**src/design/noncrossing_matching_uncross_unit_macros.svh**
```systemverilog
// assertion macros for the noncrossing matching uncross unit
// no dependencies; included by the modules that assert
`ifndef NONCROSSING_MATCHING_UNCROSS_UNIT_MACROS_SVH
`define NONCROSSING_MATCHING_UNCROSS_UNIT_MACROS_SVH
`ifndef SYNTH
`define NMU_ASSERT_IMPL(lbl, clk, rst, ante, cons) \
  lbl: assert property (@(posedge clk) disable iff (rst) (ante) |-> (cons)) \
    else $error("assertion failed");
`define NMU_ASSERT_NEXT(lbl, clk, rst, ante, cons) \
  lbl: assert property (@(posedge clk) disable iff (rst) (ante) |=> (cons)) \
    else $error("assertion failed");
`else
`define NMU_ASSERT_IMPL(lbl, clk, rst, ante, cons)
`define NMU_ASSERT_NEXT(lbl, clk, rst, ante, cons)
`endif
`endif

```
**src/design/nmu_pkg.sv**
```systemverilog
// shared constants, types and side test for the uncross unit
// no dependencies
package nmu_pkg;
  localparam int MAX_PAIRS = 64;
  localparam int COORD_BITS = 16;
  localparam int IDX_BITS = $clog2(MAX_PAIRS);
  localparam int CNT_BITS = IDX_BITS + 1;
  localparam int CFG_BITS = 7;
  localparam int OUT_IDX_BITS = 6;
  localparam int DIFF_BITS = COORD_BITS + 1;
  localparam int PROD_BITS = 2 * DIFF_BITS;
  localparam int CROSS_BITS = PROD_BITS + 1;

  typedef logic signed [COORD_BITS-1:0] coord_t;
  typedef logic [IDX_BITS-1:0] idx_t;
  typedef logic [CNT_BITS-1:0] cnt_t;

  // datapath commands
  typedef struct packed {
    logic store_pt;    // write input point at load address
    logic is_blue;
    idx_t load_addr;
    logic init_match;  // write identity at init address
    idx_t init_addr;
    logic fetch;       // read points of pair (j,k)
    logic fetch_blue;  // read blue ends of the fetched matches
    logic eval;        // compute side products
    logic apply;       // decide and swap
    idx_t j;
    idx_t k;
    logic rd_out;      // read match at j for output
  } nmu_cmd_t;

  typedef struct packed {
    logic crossed;     // last apply did a swap
    idx_t match_out;
  } nmu_stat_t;

  function automatic logic [1:0] sign_of(input logic signed [CROSS_BITS-1:0] c);
    sign_of = {c[CROSS_BITS-1], (c != '0) && !c[CROSS_BITS-1]};
  endfunction
endpackage

```
**src/design/nmu_if.sv**
```systemverilog
// valid/ready channel interfaces for the uncross unit
// depends on nmu_pkg
interface nmu_pt_if;
  logic valid;
  logic ready;
  nmu_pkg::coord_t coord_x;
  nmu_pkg::coord_t coord_y;
  modport source (output valid, coord_x, coord_y, input ready);
  modport sink (input valid, coord_x, coord_y, output ready);
endinterface

interface nmu_res_if;
  logic valid;
  logic ready;
  logic [nmu_pkg::OUT_IDX_BITS-1:0] red_index;
  logic [nmu_pkg::OUT_IDX_BITS-1:0] blue_index;
  logic last_pair;
  modport source (output valid, red_index, blue_index, last_pair, input ready);
  modport sink (input valid, red_index, blue_index, last_pair, output ready);
endinterface

interface nmu_cfg_if;
  logic valid;
  logic ready;
  logic [nmu_pkg::CFG_BITS-1:0] data;
  modport source (output valid, data, input ready);
  modport sink (input valid, data, output ready);
endinterface

```
**src/design/nmu_ctrl.sv**
```systemverilog
// sequencer for load, uncross passes and result output
// depends on nmu_pkg and the assertion macro header
`include "noncrossing_matching_uncross_unit_macros.svh"
module nmu_ctrl (
  input  logic clk,
  input  logic rst,
  nmu_cfg_if.sink cfg,
  nmu_pt_if.sink  pt,
  nmu_res_if.source res,
  output nmu_pkg::nmu_cmd_t cmd,
  input  nmu_pkg::nmu_stat_t stat
);
  localparam logic [3:0] S_LOAD  = 4'd0;
  localparam logic [3:0] S_INIT  = 4'd1;
  localparam logic [3:0] S_FETCH = 4'd2;
  localparam logic [3:0] S_EVAL  = 4'd3;
  localparam logic [3:0] S_APPLY = 4'd4;
  localparam logic [3:0] S_NEXT  = 4'd5;
  localparam logic [3:0] S_RD    = 4'd6;
  localparam logic [3:0] S_OUT   = 4'd7;
  localparam logic [3:0] S_BLUE  = 4'd8;

  localparam int CB = nmu_pkg::CNT_BITS;
  localparam int IB = nmu_pkg::IDX_BITS;

  logic [3:0] state;
  logic [nmu_pkg::CFG_BITS-1:0] pair_count;
  nmu_pkg::cnt_t n, load_count, j, k;
  logic swapped;
  logic pt_acc, res_acc;

  always_comb begin
    if (pair_count == '0) n = CB'(1);
    else if (32'(pair_count) > nmu_pkg::MAX_PAIRS) n = CB'(nmu_pkg::MAX_PAIRS);
    else n = CB'(pair_count);
  end

  assign cfg.ready = (state == S_LOAD);
  assign pt.ready = (state == S_LOAD) && !cfg.valid;
  assign pt_acc = pt.valid && pt.ready;
  assign res.valid = (state == S_OUT);
  assign res_acc = res.valid && res.ready;
  assign res.red_index = nmu_pkg::OUT_IDX_BITS'(j[IB-1:0]);
  assign res.blue_index = nmu_pkg::OUT_IDX_BITS'(stat.match_out);
  assign res.last_pair = (j + CB'(1) == n);

  always_comb begin
    cmd = '0;
    cmd.store_pt = pt_acc;
    cmd.is_blue = (load_count >= n);
    cmd.load_addr = (load_count >= n) ? IB'(load_count - n) : load_count[IB-1:0];
    cmd.init_match = (state == S_INIT);
    cmd.init_addr = j[IB-1:0];
    cmd.fetch = (state == S_FETCH);
    cmd.fetch_blue = (state == S_BLUE);
    cmd.eval = (state == S_EVAL);
    cmd.apply = (state == S_APPLY);
    cmd.j = j[IB-1:0];
    cmd.k = k[IB-1:0];
    cmd.rd_out = (state == S_RD);
  end

  always_ff @(posedge clk) begin
    if (rst) begin
      state <= S_LOAD;
      pair_count <= nmu_pkg::CFG_BITS'(1);
      load_count <= '0;
      j <= '0;
      k <= '0;
      swapped <= 1'b0;
    end else begin
      case (state)
        S_LOAD: begin
          if (cfg.valid) begin
            pair_count <= cfg.data;
            load_count <= '0;
          end else if (pt_acc) begin
            if (load_count + CB'(1) == (n << 1)) begin
              load_count <= '0;
              j <= '0;
              state <= S_INIT;
            end else begin
              load_count <= load_count + CB'(1);
            end
          end
        end
        S_INIT: begin
          if (j + CB'(1) == n) begin
            swapped <= 1'b0;
            j <= '0;
            k <= CB'(1);
            state <= (n == CB'(1)) ? S_RD : S_FETCH;
          end else begin
            j <= j + CB'(1);
          end
        end
        S_FETCH: state <= S_BLUE;
        S_BLUE:  state <= S_EVAL;
        S_EVAL:  state <= S_APPLY;
        S_APPLY: state <= S_NEXT;
        S_NEXT: begin
          if (k + CB'(1) < n) begin
            swapped <= swapped || stat.crossed;
            k <= k + CB'(1);
            state <= S_FETCH;
          end else if (j + CB'(2) < n) begin
            swapped <= swapped || stat.crossed;
            j <= j + CB'(1);
            k <= j + CB'(2);
            state <= S_FETCH;
          end else if (swapped || stat.crossed) begin
            swapped <= 1'b0;
            j <= '0;
            k <= CB'(1);
            state <= S_FETCH;
          end else begin
            j <= '0;
            state <= S_RD;
          end
        end
        S_RD: state <= S_OUT;
        S_OUT: begin
          if (res_acc) begin
            if (j + CB'(1) == n) begin
              j <= '0;
              state <= S_LOAD;
            end else begin
              j <= j + CB'(1);
              state <= S_RD;
            end
          end
        end
        default: state <= S_LOAD;
      endcase
    end
  end

  `NMU_ASSERT_IMPL(a_out_idle, clk, rst, res.valid, !pt.ready)
  `NMU_ASSERT_IMPL(a_k_gt_j, clk, rst, state == S_FETCH, (k > j) && (k < n))
  `NMU_ASSERT_NEXT(a_last_back, clk, rst, res_acc && res.last_pair, state == S_LOAD)
endmodule

```
**src/flat_wrapper.sv**
```systemverilog
// flat-port wrapper written by rule: the top's interface ports become plain ports
module nmu_ctrl_flat 
  (clk, rst, cmd, stat, cfg_valid, cfg_data, cfg_ready, pt_valid, pt_coord_x, pt_coord_y, pt_ready, res_valid, res_red_index, res_blue_index, res_last_pair, res_ready);
  nmu_cfg_if cfg_i ();
  nmu_pt_if pt_i ();
  nmu_res_if res_i ();
  input  logic clk;
  input  logic rst;
  output nmu_pkg::nmu_cmd_t cmd;
  input  nmu_pkg::nmu_stat_t stat;
  input wire logic [$bits(cfg_i.valid)-1:0] cfg_valid;
  input wire logic [$bits(cfg_i.data)-1:0] cfg_data;
  output wire logic [$bits(cfg_i.ready)-1:0] cfg_ready;
  input wire logic [$bits(pt_i.valid)-1:0] pt_valid;
  input wire logic [$bits(pt_i.coord_x)-1:0] pt_coord_x;
  input wire logic [$bits(pt_i.coord_y)-1:0] pt_coord_y;
  output wire logic [$bits(pt_i.ready)-1:0] pt_ready;
  output wire logic [$bits(res_i.valid)-1:0] res_valid;
  output wire logic [$bits(res_i.red_index)-1:0] res_red_index;
  output wire logic [$bits(res_i.blue_index)-1:0] res_blue_index;
  output wire logic [$bits(res_i.last_pair)-1:0] res_last_pair;
  input wire logic [$bits(res_i.ready)-1:0] res_ready;
  assign cfg_i.valid = cfg_valid;
  assign cfg_i.data = cfg_data;
  assign cfg_ready = cfg_i.ready;
  assign pt_i.valid = pt_valid;
  assign pt_i.coord_x = pt_coord_x;
  assign pt_i.coord_y = pt_coord_y;
  assign pt_ready = pt_i.ready;
  assign res_valid = res_i.valid;
  assign res_red_index = res_i.red_index;
  assign res_blue_index = res_i.blue_index;
  assign res_last_pair = res_i.last_pair;
  assign res_i.ready = res_ready;
  nmu_ctrl u_core (.clk(clk), .rst(rst), .cfg(cfg_i), .pt(pt_i), .res(res_i), .cmd(cmd), .stat(stat));
endmodule
```
**config.mk**
```make
export PLATFORM = sky130hd
export DESIGN_NAME = nmu_ctrl_flat
export DESIGN_NICKNAME = d
export VERILOG_FILES = /design/src/design/nmu_pkg.sv /design/src/design/nmu_if.sv /design/src/design/nmu_ctrl.sv /design/src/flat_wrapper.sv
export VERILOG_INCLUDE_DIRS = /design/src /design/src/design
export SDC_FILE = /design/constraint.sdc
export NUM_CORES = 1
export LEC_CHECK = 0
export ABC_AREA = 0
export BUFFER_PORTS_ARGS = -buffer_cell sky130_fd_sc_hd__clkbuf_2
export CORE_MARGIN = 3
export CORE_UTILIZATION = 48
export CTS_BUF_LIST = sky130_fd_sc_hd__clkbuf_2
export DETAILED_ROUTE_END_ITERATION = 7
export PLACE_DENSITY_LB_ADDON = 0.08
export SETUP_SLACK_MARGIN = 0.02
export SYNTH_ARGS = -nofsm -noshare
export SYNTH_HDL_FRONTEND = slang
export SYNTH_SLANG_ARGS = --single-unit
```
**constraint.sdc**
```tcl
create_clock -name clk -period 3.1 [get_ports clk]
set_input_delay 0.31 -clock clk [delete_from_list [all_inputs] [get_ports clk]]
set_output_delay 0.31 -clock clk [all_outputs]
set_load 0.01 [all_outputs]
```
==> run summary <==
status: finished, violations left
failing checks: setup timing
cell taking the most area after synthesis: dfxtp_1
Post-Syn Area: 0.00311 mm²
Post-DRT Antenna Nets: 0
post-synth top area share: 0.213
# setup viols final: 4
fmax: 317 MHz
CTS H-Tree Depth: 2
Synth Register Bits: 33
Async SR Flop Fraction: 0
Root Driver: clkbuf_2
Setup WS post-layout: -0.0496 ns
Synth Area in Simple Gates: 0.244
Via density: 5.67
Reg clk slew, reported paths: 0.19 ns
Critical Path Start Type: register
r2r setup slk: 0.13 ns
first-pass GRT wire length: 14,500 µm
Antenna diodes: 0
path depth of the worst reg2reg path: 9
initial antenna violation count: 0
crit-path max FO: 7
placed cell count: 531
Yosys cell types: 62
final slew viol count: 0
Arrival @ worst endpoint: 2.84 ns
largest family of logic cells by synthesized area: simple AND/OR/NAND/NOR gates
clock network power share: 0.139
multiplexer share of the synthesized area: 0.0242
Post-synth top flop: dfxtp_1
Comb power frac: 0.543
DR iter-0 viols: 138
vias after detailed routing: 3,177
max-capacitance violation count: 0
IO Pins: 99
# rows: 28
final core utilization: 0.642
Worst Setup SP: u_core.pair_count[1]$_SDFFE_PP0P_
post-synth net total: 480
CTS tree: yes
final net count: 559
Post-Syn Instances: 406
post-DP HPWL: 6420 µm
post-synthesis adder-cell area fraction: 0.0950
routed len/inst: 15.5 µm
P_int: 0.901 mW
Min Hold Slack: 0.141 ns
worst r2r dst: u_core.state[0]$_SDFFE_PP0P_
Synth top cells by count: 33 x dfxtp_1, 33 x nand2_1, 31 x a21oi_1, 31 x buf_4, 28 x nor2_1
Final GP Congestion: 0.887
Crit Reg-Reg Startpoint: u_core.j[2]$_SDFFE_PP0P_
HP Class: in -> reg
vias in the first global route: 3,060
largest net degree at the start of global routing: 35
Die ar.: 0.00747 mm²
final wirelength: 8660 µm
DP Worst Slack: -0.128 ns
RSZ-0062 raised after global routing: true
Fin Clk Skew: 0.0240 ns
mean area per synthesized cell: 7.65 µm²
P&R area growth vs syn: 25.9%
Sw Pwr: 0.569 mW
# port buffers: 54
cts bufs inserted: 5
fin crit period: 3.15 ns
later-pin clock latency in the skew report: 0.37 ns
worst-margin pin slew: 0.726 ns
final cell count without fillers: 560
top cells by area, synth: dfxtp_1 21%, ha_1 8.9%, buf_4 7.5%, xnor2_1 5.1%, a21oi_1 5.0%
CORE AREA: 0.00610 mm²
Lkg Pwr: 1.76 nW
Worst VDD drop: 0.230 mV
Sw Share: 0.387
Synth Area in XOR/XNOR: 0.0749
final instance area: 0.00391 mm²
CP Capture Type: primary output
period utilization: 1.02
GRT overflow: 0
Initial Util: 0.510
share of cells above drive strength 1: 0.384
sequential share of power: 0.318
final hold vios: 0
synth warn: 0
sequential area share after synthesis: 0.213
Die Height: 86.5 µm
clock sinks: 33
die width: 86.5 µm
pwr dens: 376 mW/mm²
relative slew slack: 0.516
Post-synth EDFFs: 0
Synth Area in Compound Gates: 0.228
CP endpoint: cmd[26]
CTS Buffer Depth: 2
drt first pass iters: 4
Crit Path Category: reg -> out
Worst EP required: 2.79 ns
Global Route Usage Sum: 0.241
DRC Markers: 0
hold_buf cts: 0
DP Area: 0.00350 mm²
==> worst max-delay path, stage by stage, from the launching register on <==
cell and delay [ns]:
dfxtp_4 0.41, nor2_2 0.15, a21oi_2 0.09, nor2_2 0.14
ha_2 0.21, nor2b_2 0.05, o21ai_2 0.17, a21boi_2 0.10
o21ai_1 0.14, nand2b_1 0.08, a211o_1 0.27, a21o_4 0.25
mux2_2 0.28, clkbuf_2 0.13
==> power by group through the flow <==
stage,registers [mW],clock network [mW],logic (mW)
2_1_floorplan,0.464,0,0.414
3_3_place_gp,0.472,0,0.612
3_5_place_dp,0.473,0,0.620
4_1_cts,0.466,0.213,0.704
5_1_grt,0.470,0.225,0.885
6_report,0.467,0.204,0.798
==> placed cells by master, fill, tap and decap left out, types with 3 or more instances in the layout <==
cell and n:
a22o_1 6, inv_1 20, a21oi_1 27, nor2_1 25, a211oi_1 3, a211o_1 3
xor2_1 6, or3b_2 3, nand2b_1 4, a21o_1 6, clkbuf_2 57, o21ai_1 4
ha_2 5, o21ai_0 14, o32ai_1 3, mux2i_1 3, dfxtp_1 22, a2111o_1 3
buf_4 64, and3_1 9, nor2_2 3, nand3_1 19, nor4_1 3, a21oi_2 3
ha_1 15, nor3_1 9, dfxtp_2 9, mux2_2 4, nand2_1 33, or3_1 7
nor2b_1 4, xnor2_1 18
==> stage by stage <==
stage,setup TNS (ns),power (mW)
2_1_floorplan,0,0.878
3_5_place_dp,-0.958,1.09
6_report,-0.168,1.47
4_1_cts,-0.170,1.38
5_1_grt,-1.04,1.58
3_3_place_gp,-0.849,1.08
==> cells by family after synthesis <==
family,count (synthesis)
flip-flops,33
AND/OR/NAND/NOR,145
adder cells (fa/ha/maj),23
XOR/XNOR,25
multiplexers,7
AO/OA/AOI/OAI,104
buffers and inverters,69
==> sequential cells by signal, summed over array words and instances (netlist names) <==
| signal | flops |
|---|---|
| u_core.load_count | 7 |
| u_core.pair_count | 7 |
| u_core.j | 7 |
| u_core.k | 7 |
| u_core.swapped | 1 |
| u_core.state | 4 |
==> area by class of cell <==
type	instances	area, µm²
fill	565	2180
inverter	22	85.1
clock buffer	6	30.0
timing repair buffer	119	768
multi-input combinational	304	2250
tap	75	93.8
sequential	33	679
clock inverter	1	3.75
==> metal layers <==
layer	routed length (µm)	up-vias	GRT usage
met1	3930	1480	0.319
met4	133	0	0.0751
met3	408	11	0.0333
li1	-	1595	-
met2	4190	91	0.403
met5	0	-	0
==> how the worst min path moves through the flow <==
stage / cells after the start / to / start
final: 3 / u_core.pair_count[1]$_SDFFE_PP0P_ / cfg_data[1]
after global routing: 3 / u_core.pair_count[5]$_SDFFE_PP0P_ / cfg_data[5]
after CTS: 3 / u_core.pair_count[1]$_SDFFE_PP0P_ / cfg_data[1]
after detailed placement: 1 / u_core.pair_count[0]$_SDFFE_PP1P_ / u_core.pair_count[0]$_SDFFE_PP1P_
after global placement: 1 / u_core.k[6]$_SDFFE_PP0P_ / u_core.k[6]$_SDFFE_PP0P_
after floorplan: 2 / u_core.pair_count[5]$_SDFFE_PP0P_ / u_core.pair_count[5]$_SDFFE_PP0P_
==> repair_timing <==
item / CTS / global route
pin swaps: 10 / 17
resized for setup: 23 / 42
setup buffers: 15 / 7
endpoints found under the setup margin: 21 / 24
endpoints found under the hold margin: 0 / 0
Power figures use the tool's default switching activity.
